<file path="config.mk">
export PLATFORM = sky130hd
export DESIGN_NAME = go_back_n_send_window_unit
export DESIGN_NICKNAME = d
export VERILOG_FILES = /design/src/design/gbn_pkg.sv /design/src/design/gbn_ctrl.sv /design/src/design/gbn_dp.sv /design/src/design/go_back_n_send_window_unit.sv
export SDC_FILE = /design/constraint.sdc
export NUM_CORES = 1
export LEC_CHECK = 0
export BUFFER_PORTS_ARGS = -buffer_cell sky130_fd_sc_hd__buf_2
export CAP_MARGIN = 20
export CORE_ASPECT_RATIO = 0.6
export CORE_MARGIN = 1
export CORE_UTILIZATION = 40
export CTS_CLUSTER_DIAMETER = 50
export DETAILED_ROUTE_END_ITERATION = 7
export GPL_ROUTABILITY_DRIVEN = 0
export SYNTH_ARGS = -nofsm -noshare
export SYNTH_HDL_FRONTEND = slang
export SYNTH_SLANG_ARGS = --single-unit
</file>
<file path="constraint.sdc">
create_clock -name clk -period 4.17 [get_ports clk]
set_input_delay 0.2085 -clock clk [delete_from_list [all_inputs] [get_ports clk]]
set_output_delay 0.2085 -clock clk [all_outputs]
set_load 0.02 [all_outputs]
</file>
<file path="src/design/gbn_pkg.sv">
// Shared types and codes for the go-back-N send window unit.
package gbn_pkg;

  typedef enum logic [1:0] {
    REQ_CHUNK = 2'd0,
    REQ_ACK   = 2'd1,
    REQ_TIMER = 2'd2,
    REQ_NONE  = 2'd3
  } req_t;

  typedef enum logic [2:0] {
    KIND_SEND     = 3'd0,
    KIND_REFUSED  = 3'd1,
    KIND_APPLIED  = 3'd2,
    KIND_IGNORED  = 3'd3,
    KIND_COMPLETE = 3'd4,
    KIND_GAVE_UP  = 3'd5,
    KIND_NOTHING  = 3'd6,
    KIND_CLOSED   = 3'd7
  } kind_t;

  typedef enum logic [1:0] {
    CL_OPEN    = 2'd0,
    CL_DONE    = 2'd1,
    CL_GAVE_UP = 2'd2
  } closed_t;

  // What a captured event turns into
  typedef enum logic [1:0] {
    EV_NONE   = 2'd0,
    EV_SINGLE = 2'd1,
    EV_RESEND = 2'd2
  } ev_class_t;

  typedef enum logic [1:0] {
    ST_IDLE   = 2'd0,
    ST_EVAL   = 2'd1,
    ST_RESEND = 2'd2
  } state_t;

  typedef struct packed {
    logic capture;
    logic apply;
    logic start_resend;
    logic emit;
  } ctrl_cmd_t;

  typedef struct packed {
    ev_class_t ev;
    logic      out_free;
    logic      resend_last;
  } dp_status_t;

  localparam int CFG_WINDOW_USED   = 0;
  localparam int CFG_GIVE_UP_AFTER = 1;

  localparam logic [3:0] WINDOW_USED_RST   = 4'd8;
  localparam logic [2:0] GIVE_UP_AFTER_RST = 3'd5;
  localparam logic [2:0] TIMEOUT_MAX       = 3'd7;

endpackage

</file>
<file path="src/design/gbn_ctrl.sv">
// Controller state machine: sequences capture, evaluation and resend bursts.
module gbn_ctrl
  import gbn_pkg::*;
(
  input  logic       clk,
  input  logic       rst,
  input  logic       in_valid,
  output logic       in_ready,
  input  dp_status_t status,
  output ctrl_cmd_t  cmd
);

  state_t state;
  state_t state_next;

  always_ff @(posedge clk) begin
    if (rst) begin
      state <= ST_IDLE;
    end else begin
      state <= state_next;
    end
  end

  always_comb begin
    state_next = state;
    case (state)
      ST_IDLE: begin
        if (in_valid) state_next = ST_EVAL;
      end
      ST_EVAL: begin
        case (status.ev)
          EV_NONE:   state_next = ST_IDLE;
          EV_SINGLE: if (status.out_free) state_next = ST_IDLE;
          EV_RESEND: state_next = ST_RESEND;
          default:   state_next = ST_IDLE;
        endcase
      end
      ST_RESEND: begin
        if (status.out_free && status.resend_last) state_next = ST_IDLE;
      end
      default: state_next = ST_IDLE;
    endcase
  end

  always_comb begin
    in_ready         = 1'b0;
    cmd              = '0;
    case (state)
      ST_IDLE: begin
        in_ready    = 1'b1;
        cmd.capture = in_valid;
      end
      ST_EVAL: begin
        cmd.apply        = (status.ev == EV_SINGLE) && status.out_free;
        cmd.start_resend = (status.ev == EV_RESEND);
      end
      ST_RESEND: begin
        cmd.emit = status.out_free;
      end
      default: begin
        in_ready = 1'b0;
      end
    endcase
  end

endmodule

</file>
<file path="src/design/gbn_dp.sv">
// Datapath: window state, event decode and the result register.
module gbn_dp
  import gbn_pkg::*;
#(
  parameter int WINDOW      = 8,
  parameter int CHUNK_BYTES = 512
) (
  input  logic        clk,
  input  logic        rst,
  input  logic [1:0]  req_type,
  input  logic [9:0]  chunk_len,
  input  logic [7:0]  ack_seq,
  input  logic [3:0]  window_used,
  input  logic [2:0]  give_up_after,
  input  ctrl_cmd_t   cmd,
  output dp_status_t  status,
  input  logic        out_ready,
  output logic        out_valid,
  output logic [2:0]  kind,
  output logic [7:0]  seq,
  output logic [9:0]  length,
  output logic [3:0]  pending,
  output logic        last_of_run
);

  localparam int CW = $clog2(WINDOW + 1);
  localparam int EW = (CW > 4) ? CW : 4;
  localparam logic [9:0]  LEN_FULL = 10'(CHUNK_BYTES);
  localparam logic [12:0] CB13     = 13'(CHUNK_BYTES);

  // Held slots carry consecutive sequence numbers from base; only the final
  // chunk can be short, so one length register covers the whole window.
  logic [7:0]    base;
  logic [CW-1:0] cnt;
  logic [7:0]    next_seq;
  logic [7:0]    final_seq;
  logic [9:0]    final_len;
  logic          all_read;
  logic [2:0]    timeout_count;
  closed_t       closed_state;

  // Captured event
  req_t          req;
  logic [9:0]    clen;
  logic [7:0]    aseq;

  logic [CW-1:0] idx;

  // Decode
  logic          full;
  logic [EW-1:0] cnt_e;
  logic [EW-1:0] wu_e;
  logic [9:0]    sat_len;
  logic          is_final;
  logic [7:0]    diff;
  logic          hit;
  logic [CW-1:0] cnt_after_ack;
  logic          ack_done;
  logic [2:0]    tc_inc;
  logic          give;
  logic          out_free;

  kind_t         r_kind;
  logic [7:0]    r_seq;
  logic [9:0]    r_len;
  logic [CW-1:0] r_pend;

  logic [7:0]    rs_seq;
  logic [9:0]    rs_len;
  logic          rs_last;

  assign cnt_e = EW'(cnt);
  assign wu_e  = EW'((window_used == 4'd0) ? 4'd1 : window_used);
  assign full  = (cnt_e >= wu_e) || (cnt == CW'(WINDOW));

  assign sat_len  = ({3'b0, clen} > CB13) ? LEN_FULL : clen;
  assign is_final = {3'b0, sat_len} < CB13;

  assign diff          = aseq - base;
  assign hit           = diff < 8'(cnt);
  assign cnt_after_ack = cnt - diff[CW-1:0] - CW'(1);
  assign ack_done      = all_read && (aseq == final_seq);

  assign tc_inc = (timeout_count == TIMEOUT_MAX) ? TIMEOUT_MAX : timeout_count + 3'd1;
  assign give   = tc_inc >= give_up_after;

  assign out_free = !out_valid || out_ready;

  always_comb begin
    status.out_free    = out_free;
    status.resend_last = rs_last;
    if (req == REQ_NONE) begin
      status.ev = EV_NONE;
    end else if (closed_state == CL_OPEN && req == REQ_TIMER && cnt != '0 && !give) begin
      status.ev = EV_RESEND;
    end else begin
      status.ev = EV_SINGLE;
    end
  end

  // Result of a one-result event
  always_comb begin
    r_kind = KIND_CLOSED;
    r_seq  = 8'd0;
    r_len  = 10'd0;
    r_pend = cnt;
    if (closed_state != CL_OPEN) begin
      r_kind = KIND_CLOSED;
    end else begin
      case (req)
        REQ_CHUNK: begin
          if (all_read || full) begin
            r_kind = KIND_REFUSED;
          end else begin
            r_kind = KIND_SEND;
            r_seq  = next_seq;
            r_len  = sat_len;
            r_pend = cnt + CW'(1);
          end
        end
        REQ_ACK: begin
          if (!hit) begin
            r_kind = KIND_IGNORED;
            r_seq  = aseq;
          end else begin
            r_kind = ack_done ? KIND_COMPLETE : KIND_APPLIED;
            r_seq  = aseq;
            r_pend = cnt_after_ack;
          end
        end
        REQ_TIMER: begin
          r_kind = (cnt == '0) ? KIND_NOTHING : KIND_GAVE_UP;
        end
        default: r_kind = KIND_CLOSED;
      endcase
    end
  end

  // Resend of the slot at idx
  assign rs_seq  = base + 8'(idx);
  assign rs_len  = (all_read && rs_seq == final_seq) ? final_len : LEN_FULL;
  assign rs_last = (idx == cnt - CW'(1));

  always_ff @(posedge clk) begin
    if (rst) begin
      base          <= 8'd0;
      cnt           <= '0;
      next_seq      <= 8'd0;
      final_seq     <= 8'd0;
      all_read      <= 1'b0;
      timeout_count <= 3'd0;
      closed_state  <= CL_OPEN;
      req           <= REQ_NONE;
      idx           <= '0;
    end else begin
      if (cmd.capture) begin
        req <= req_t'(req_type);
      end
      if (cmd.start_resend) begin
        timeout_count <= tc_inc;
        idx           <= '0;
      end
      if (cmd.emit) begin
        idx <= idx + CW'(1);
      end
      if (cmd.apply && closed_state == CL_OPEN) begin
        case (req)
          REQ_CHUNK: begin
            if (!(all_read || full)) begin
              cnt <= cnt + CW'(1);
              if (cnt == '0) base <= next_seq;
              if (is_final) begin
                all_read  <= 1'b1;
                final_seq <= next_seq;
              end else begin
                next_seq <= next_seq + 8'd1;
              end
            end
          end
          REQ_ACK: begin
            if (hit) begin
              base          <= aseq + 8'd1;
              cnt           <= cnt_after_ack;
              timeout_count <= 3'd0;
              if (ack_done) closed_state <= CL_DONE;
            end
          end
          REQ_TIMER: begin
            if (cnt != '0) begin
              timeout_count <= tc_inc;
              closed_state  <= CL_GAVE_UP;
            end
          end
          default: begin
            req <= REQ_NONE;
          end
        endcase
      end
    end
  end

  always_ff @(posedge clk) begin
    if (cmd.capture) begin
      clen <= chunk_len;
      aseq <= ack_seq;
    end
    if (cmd.apply && closed_state == CL_OPEN && req == REQ_CHUNK && !(all_read || full)
        && is_final) begin
      final_len <= sat_len;
    end
  end

  // Result register
  always_ff @(posedge clk) begin
    if (rst) begin
      out_valid <= 1'b0;
    end else if (cmd.apply || cmd.emit) begin
      out_valid <= 1'b1;
    end else if (out_ready) begin
      out_valid <= 1'b0;
    end
  end

  always_ff @(posedge clk) begin
    if (cmd.apply) begin
      kind        <= r_kind;
      seq         <= r_seq;
      length      <= r_len;
      pending     <= 4'(r_pend);
      last_of_run <= 1'b1;
    end else if (cmd.emit) begin
      kind        <= KIND_SEND;
      seq         <= rs_seq;
      length      <= rs_len;
      pending     <= 4'(cnt);
      last_of_run <= rs_last;
    end
  end

endmodule

</file>
<file path="src/design/go_back_n_send_window_unit.sv">
// Top level of the go-back-N send window unit: config registers and wiring.
//
//   channel | signals                                     | beat when
//   --------+---------------------------------------------+--------------------------
//   in      | in_valid/in_ready, req_type chunk_len ack_seq | in_valid & in_ready
//   out     | out_valid/out_ready, kind seq length pending  | out_valid & out_ready
//           |   last_of_run                               |
//   cfg     | psel penable pwrite paddr pwdata prdata     | psel & penable & pwrite
//
// One event at a time: it is captured in the idle state, then evaluated, and a resend
// then sends every held slot in a burst, one result per cycle out of the single
// result register while that register is free.
// A full result register (out_ready low) stalls one-result evaluation and resends.
// Reset empties the window and opens the transfer; config returns to 8 and 5.
module go_back_n_send_window_unit
  import gbn_pkg::*;
#(
  parameter int WINDOW      = 8,
  parameter int CHUNK_BYTES = 512
) (
  input  logic        clk,
  input  logic        rst,
  input  logic        in_valid,
  output logic        in_ready,
  input  logic [1:0]  req_type,
  input  logic [9:0]  chunk_len,
  input  logic [7:0]  ack_seq,
  output logic        out_valid,
  input  logic        out_ready,
  output logic [2:0]  kind,
  output logic [7:0]  seq,
  output logic [9:0]  length,
  output logic [3:0]  pending,
  output logic        last_of_run,
  input  logic        psel,
  input  logic        penable,
  input  logic        pwrite,
  input  logic [2:0]  paddr,
  input  logic [31:0] pwdata,
  output logic [31:0] prdata,
  output logic        pready
);

  logic [3:0] window_used;
  logic [2:0] give_up_after;
  logic       cfg_wr;
  logic       cfg_sel;

  ctrl_cmd_t  cmd;
  dp_status_t status;

  assign pready  = 1'b1;
  assign cfg_wr  = psel && penable && pwrite && pready;
  assign cfg_sel = paddr[2];

  always_ff @(posedge clk) begin
    if (rst) begin
      window_used   <= WINDOW_USED_RST;
      give_up_after <= GIVE_UP_AFTER_RST;
    end else if (cfg_wr) begin
      if (cfg_sel == 1'(CFG_WINDOW_USED)) begin
        window_used <= pwdata[3:0];
      end else begin
        give_up_after <= pwdata[2:0];
      end
    end
  end

  assign prdata = (cfg_sel == 1'(CFG_GIVE_UP_AFTER)) ? {29'd0, give_up_after}
                                                     : {28'd0, window_used};

  gbn_ctrl u_ctrl (
    .clk      (clk),
    .rst      (rst),
    .in_valid (in_valid),
    .in_ready (in_ready),
    .status   (status),
    .cmd      (cmd)
  );

  gbn_dp #(
    .WINDOW      (WINDOW),
    .CHUNK_BYTES (CHUNK_BYTES)
  ) u_dp (
    .clk           (clk),
    .rst           (rst),
    .req_type      (req_type),
    .chunk_len     (chunk_len),
    .ack_seq       (ack_seq),
    .window_used   (window_used),
    .give_up_after (give_up_after),
    .cmd           (cmd),
    .status        (status),
    .out_ready     (out_ready),
    .out_valid     (out_valid),
    .kind          (kind),
    .seq           (seq),
    .length        (length),
    .pending       (pending),
    .last_of_run   (last_of_run)
  );

  // One event in flight: no second beat right after an accepted one
  assert property (@(posedge clk) disable iff (rst)
    (in_valid && in_ready) |=> !in_ready)
    else $error("input taken while an event is in flight");

  // Only a resend burst produces more than one result per event
  assert property (@(posedge clk) disable iff (rst)
    (out_valid && !last_of_run) |-> (kind == KIND_SEND))
    else $error("non-final result that is not a resend");

  // Held count never exceeds the window
  assert property (@(posedge clk) disable iff (rst)
    out_valid |-> (32'(pending) <= 32'(WINDOW)))
    else $error("pending count above window size");

  // A result and a new event are never loaded in the same cycle
  assert property (@(posedge clk) disable iff (rst)
    !(cmd.capture && (cmd.apply || cmd.emit)))
    else $error("capture overlaps result load");

endmodule

</file>
# ---- Word-level counts from Yosys, hierarchy flattened
# Index checks and enable logic that the tools add are counted.
dict set report totals {
  output_inout_bits 61
  register_bits 104
  word_cells 159
  in_bits 62
}
dict set report classes {
  n_reduce_logical 40
  eq_ne 20
  magnitude_cmp 5
  n_bitwise 3
  addsub 10
  muxes 60
}
# operator n
set op_table {}
lappend op_table {{$mux 10} 7}
lappend op_table {{$mux 8} 7}
lappend op_table {{$mux 4} 9}
lappend op_table {{$pmux 8 s2} 2}
lappend op_table {{$mux 3} 10}
lappend op_table {{$mux 2} 13}
lappend op_table {{$add 8x1->8 const B} 2}
lappend op_table {{$eq 8x8->1} 2}
lappend op_table {{$logic_and 1x1->1} 13}
lappend op_table {{$reduce_bool 2->1} 6}
lappend op_table {{$gt 10x10->1 const B} 1}
lappend op_table {{$lt 10x10->1 const B} 1}
lappend op_table {{$reduce_and 5->1} 2}
lappend op_table {{$pmux 3 s3} 1}
lappend op_table {{$add 4x1->4 const B} 2}
lappend op_table {{$add 8x4->8} 1}
lappend op_table {{$eq 2x2->1 const B} 4}
lappend op_table {{$logic_not 4->1} 2}
lappend op_table {{$lt 8x4->1} 1}
lappend op_table {{$ne 2x1->1 const B} 4}
lappend op_table {{$pmux 2 s2} 2}
lappend op_table {{$pmux 4 s2} 1}
lappend op_table {{$reduce_and 4->1} 2}
lappend op_table {{$sub 4x1->4 const B} 2}
lappend op_table {{other kinds (22)} 41}

# ---- Longest topological paths before layout
dict set report logic_depth {
  ltp_word 14
  ltp_mapped 14
  ltp_nobuf 12
}

# ---- Hierarchy
# Synthesis repeated with hierarchy kept, for this count alone.
dict set report unflattened {
  cells_unflattened 643
  area_unflattened_um2 6353.6
}
# module cells_each n_inst area_each_um2
set modules_own_cells {}
lappend modules_own_cells {gbn_dp 561 1 5647.9}
lappend modules_own_cells {go_back_n_send_window_unit 67 1 583.1}
lappend modules_own_cells {gbn_ctrl 15 1 122.6}

# ---- Worst setup path before layout
# OpenSTA, ideal clock, no wires.
dict set report synth_path {
  path_type {register -> register}
  start {register u_dp.aseq[1]}
  end {register u_dp.base[2]}
  path_slack_ns 0.956
  setup_time_ns 0.070
  arrival_time_ns 3.143
  required_ns 4.100
  stages_incl_launch_ff 13
  cell_sequence {edfxtp_1 > ha_1 > nor2b_1 > o21a_1 > nor3_1 > nor2_1 > ha_1 > or4_4 > or4_4 > o31ai_4 > buf_6 > o2111ai_1 > a21oi_1}
}
dict set report synth_between {
  elab_chain_cells 4
  elab_cells_between_ends 7
  classes_between {add/sub: 2; order compare: 1; eq/ne: 1; mux: 2; reduce/logical: 1}
}
# item line_no
set synth_rtl {}
lappend synth_rtl {{from (decl)} gbn_dp.sv:45} ;# logic [7:0] aseq;
lappend synth_rtl {{from (signal assigned)} gbn_dp.sv:205} ;# aseq <= ack_seq;
lappend synth_rtl {{$sub 8x8->8} gbn_dp.sv:79} ;# assign diff = aseq - base;
lappend synth_rtl {{$lt 8x4->1} gbn_dp.sv:80} ;# assign hit = diff < 8'(cnt);
lappend synth_rtl {{$ne 2x1->1 (no source line)} --}
lappend synth_rtl {{$reduce_and 5->1 (no source line)} --}
lappend synth_rtl {{to (signal assigned)} gbn_dp.sv:171} ;# if (cnt == '0) base <= next_seq;
lappend synth_rtl {{to (signal assigned)} gbn_dp.sv:182} ;# base <= aseq + 8'd1;
lappend synth_rtl {{to (decl)} gbn_dp.sv:33} ;# logic [7:0] base;
# Several ways; a longest one is shown, not always the timed one. The select of a mux whose other input is x is not followed.
# A chain may end at the register's enable or synchronous reset.

# ---- Worst setup path in the final report
dict set report layout_path {
  start {register u_dp.base[1]}
  end {register u_dp.base[4]}
}
dict set report layout_between {
  elab_chain_cells 4
}
# item line_no
set layout_rtl {}
lappend layout_rtl {{$sub 8x8->8} gbn_dp.sv:79}
lappend layout_rtl {{$lt 8x4->1} gbn_dp.sv:80}
lappend layout_rtl {{$ne 2x1->1 (no source line)} --}
lappend layout_rtl {{$reduce_and 5->1 (no source line)} --}
# Every way passes these cells.

==> impl_metrics.tcl <==
set metrics [dict create \
    net_count_reported_at_finish 809 \
    finalWirelength_mm 15.88 \
    vias_in_the_first_global_route 4784 \
    max_cap_violations 0 \
    post_detailed_route_via_to_cell_ratio 5.613 \
    detail_route.first_pass.iterations 5 \
    timing.critical_path.required_ps 4450 \
    tns_ps 0 \
    fillers 1408 \
    most_common_library_cell_in_the_layout_ignoring_fill_and_taps "sky130_fd_sc_hd__buf_2" \
    netlist_instances 649 \
    synthesis.area_per_instance_sq_um 9.499 \
    path_max_fanout 12 \
    clkSlewWorstSetupHoldPaths_ps 80 \
    synth-simple-area-share_pct 17.07 \
    path_delay_family "simple AND/OR/NAND/NOR gates" \
    synth_xor_xnor_area_share_pct 6.048 \
    detail-route-antenna-nets 0 \
    cp_cell_sequence "inv_1, ha_1, nor2b_1, o21a_1, nor3_1, nor2_1, ha_1, or4_4, or4_4, o31ai_4, o2111ai_1, a21oi_1" \
    multiInputGateArea_sq_um 3167 \
    cts_tree "built" \
    final_max_slew_viol_count 0 \
    clock-root-buffer "sky130_fd_sc_hd__clkbuf_16" \
    number_of_enable_type_register_cells_in_the_synthesized_netlist 53 \
    floorplan.rows 34 \
    htree_num_levels 3 \
    postCtsHoldBufs 0 \
    dpl.hpwl_mm 11.97 \
    area_overhead_of_the_layout_relative_to_synthesis_pct 12.06 \
    yosys_warnings 0 \
    layout.area.seq_sq_um 2613 \
    global_route_wire_length_before_repair_mm 25.29 \
    drt_first_iter_violations 521 \
    fin_worst_skew_ps 10.86 \
    tritoncts_num_sinks 104 \
    synth_top_family_by_area "simple AND/OR/NAND/NOR gates" \
    antenna-diode-count 0 \
    p_per_area_nw_per_um2 325.8 \
    max_stage_delay_ps 580 \
    critical_path_arrival_ps 4050 \
    dpl-instance-area_sq_um 6594 \
    die_w_microns 162.3 \
    tmin_final_ps 3769 \
    ir_drop_uv 176.5 \
    layout-drive-gt1-share_pct 14.31 \
    io-pin-count 123 \
    start_util_pct 41.76 \
    antenna_violations_before_repair 0 \
    synthesis.area_sq_um 6165 \
    route.vias.total 5113 \
    port_buffers 63 \
    top_flip_flop_cell_by_instance_count_after_synthesis "sky130_fd_sc_hd__edfxtp_1" \
    final_hold_viol_count 0 \
    routed_wire_length_per_instance_microns 17.43 \
    worstSetupPathType "reg2reg" \
    synth.yosys.seq_area_share_pct 42.38 \
    insertion_delay_ps 360 \
    cts.path.max_buffers 2 \
    synth_compound_area_share_pct 15.30 \
    global_route.usage.total_pct 20.61 \
    timing_worst_slew_pin_value_ps 989.5 \
    placeableCoreArea_sq_um 14760 \
    synth.mux.area_fraction_pct 2.781 \
    number_of_clock_buffers_inserted_by_tritoncts 9 \
    synth_async_sr_flop_share_pct 0 \
    crit_buf_inv 1 \
    yosys_register_bits 104 \
    mostFrequentLayoutCells "sky130_fd_sc_hd__buf_2, sky130_fd_sc_hd__edfxtp_1, sky130_fd_sc_hd__dfxtp_1" \
    drcViolationCount 0 \
    cp_slowest_cell "sky130_fd_sc_hd__or4_4" \
    yosys.area_share.adder_pct 8.281 \
    hold_class "in2reg" \
    outcome "complete, no violations" \
    worst_setup_path_start_kind "flip-flop" \
    min_period_over_period_pct 90.38 \
    setup_violations 0 \
    die_span_in_y_microns 98.16 \
    finalInstanceArea_sq_um 6908 \
    p_leak_uw 0.002697 \
    post_synth_num_cell_types 62 \
    ctsResizeCount 0 \
    rsz0062_at_grt "false" \
    globalRouteOverflowTotal 0 \
    post_cts.repair.setup_buffers 0 \
    slew_headroom_pct 34.03 \
    endpoint_kind "flip-flop" \
    timing.fmax_ghz 0.2653 \
    grt_max_degree 52 \
    die-area_sq_um 15930 \
]
## worst paths after layout
check | slack (ps) | cells past startpoint | from | end
max | 400 | 12 | u_dp.base[1]$_SDFFE_PP0P_ | u_dp.base[4]$_SDFFE_PP0P_
min | 20 | 1 | chunk_len[6] | u_dp.clen[6]$_DFFE_PP_
max reg2reg | 400 | 12 | u_dp.base[1]$_SDFFE_PP0P_ | u_dp.base[4]$_SDFFE_PP0P_
min reg2reg | 470 | 1 | window_used[3]$_SDFFE_PP1P_ | window_used[3]$_SDFFE_PP1P_
## per-layer routing
metal	vias to the layer above	track usage (%)	part of all wire, %
met3	24	4.630	9.5
met2	253	28.17	39
met5	-	0	0
met1	2440	31.72	50
li1	2396	-	-
met4	0	6.023	1.5
## cells by family (layout without fill, tap and decap cells)
kind of cell    after synthesis  count (layout)
simple gates                208             208
compound gates              140             140
flops                       104             104
buf+inv                      98             135
xor+xnor                     41              41
fa+ha+maj                    39              39
mux                          17              17
other cells                   2              29
## per-stage QoR
stage	total power [uW]	setup WS, ps	utilization [%]	hold slack (ps)	instances
2_1_floorplan	1321	956.1	-	307.4	676
3_3_place_gp	1369	513.0	44.67	385.1	895
3_5_place_dp	1376	491.9	44.67	386.6	895
4_1_cts	2265	461.9	46.80	10.66	911
5_1_grt	2330	201.6	46.80	6.617	911
6_report	2251	401.3	46.80	20.08	911
## sequential cells by signal, indices dropped and copies added (netlist names), 8 cells and up
register        cells
u_dp.seq            8
u_dp.length        10
u_dp.clen          10
u_dp.final_len     10
u_dp.next_seq       8
u_dp.aseq           8
u_dp.base           8
u_dp.final_seq      8
## cells in the mapped netlist (7+ instances only)
cell	number	area, sq um
sky130_fd_sc_hd__edfxtp_1	53	1592
sky130_fd_sc_hd__dfxtp_1	51	1021
sky130_fd_sc_hd__nor2_1	51	191.4
sky130_fd_sc_hd__nand2_1	48	180.2
sky130_fd_sc_hd__inv_1	45	168.9
sky130_fd_sc_hd__ha_1	36	450.4
sky130_fd_sc_hd__a21oi_1	35	175.2
sky130_fd_sc_hd__buf_4	31	232.7
sky130_fd_sc_hd__o21ai_0	28	140.1
sky130_fd_sc_hd__xnor2_1	24	210.2
sky130_fd_sc_hd__nand3_1	20	100.1
sky130_fd_sc_hd__clkbuf_1	19	71.32
sky130_fd_sc_hd__nor2b_1	18	112.6
sky130_fd_sc_hd__nand4_1	17	106.4
sky130_fd_sc_hd__mux2i_1	16	160.2
sky130_fd_sc_hd__xor2_1	16	140.1
sky130_fd_sc_hd__a22oi_1	12	90.09
sky130_fd_sc_hd__nor3_1	11	55.05
sky130_fd_sc_hd__nand2b_1	8	50.05
sky130_fd_sc_hd__a211o_1	7	61.31
sky130_fd_sc_hd__or3_1	7	43.79
## where the power goes
part / switching (uW) / total, uW / internal, uW
clock network: 457 / 894 / 437
logic: 163 / 242 / 79.2
registers: 18.7 / 1110 / 1100
## worst register-to-register path, cell delays in order, from the launching register on
cell and delay, ps:
sky130_fd_sc_hd__dfxtp_1 440, sky130_fd_sc_hd__inv_1 180, sky130_fd_sc_hd__ha_1 290, sky130_fd_sc_hd__nor2b_1 160, sky130_fd_sc_hd__o21a_1 170, sky130_fd_sc_hd__nor3_1 150, sky130_fd_sc_hd__nor2_1 70, sky130_fd_sc_hd__ha_1 170
sky130_fd_sc_hd__or4_4 550, sky130_fd_sc_hd__or4_4 580, sky130_fd_sc_hd__o31ai_4 540, sky130_fd_sc_hd__o2111ai_1 220, sky130_fd_sc_hd__a21oi_1 180
## area by class of cell
type	count	area share [%]
clock buffer	9	3.260
clock inverter	7	1.286
inverter	45	2.445
multi-input combinational	474	45.84
sequential	104	37.82
tap	198	3.586
timing repair buffer	74	5.760
No activity file was read; power rests on OpenSTA's default activity.
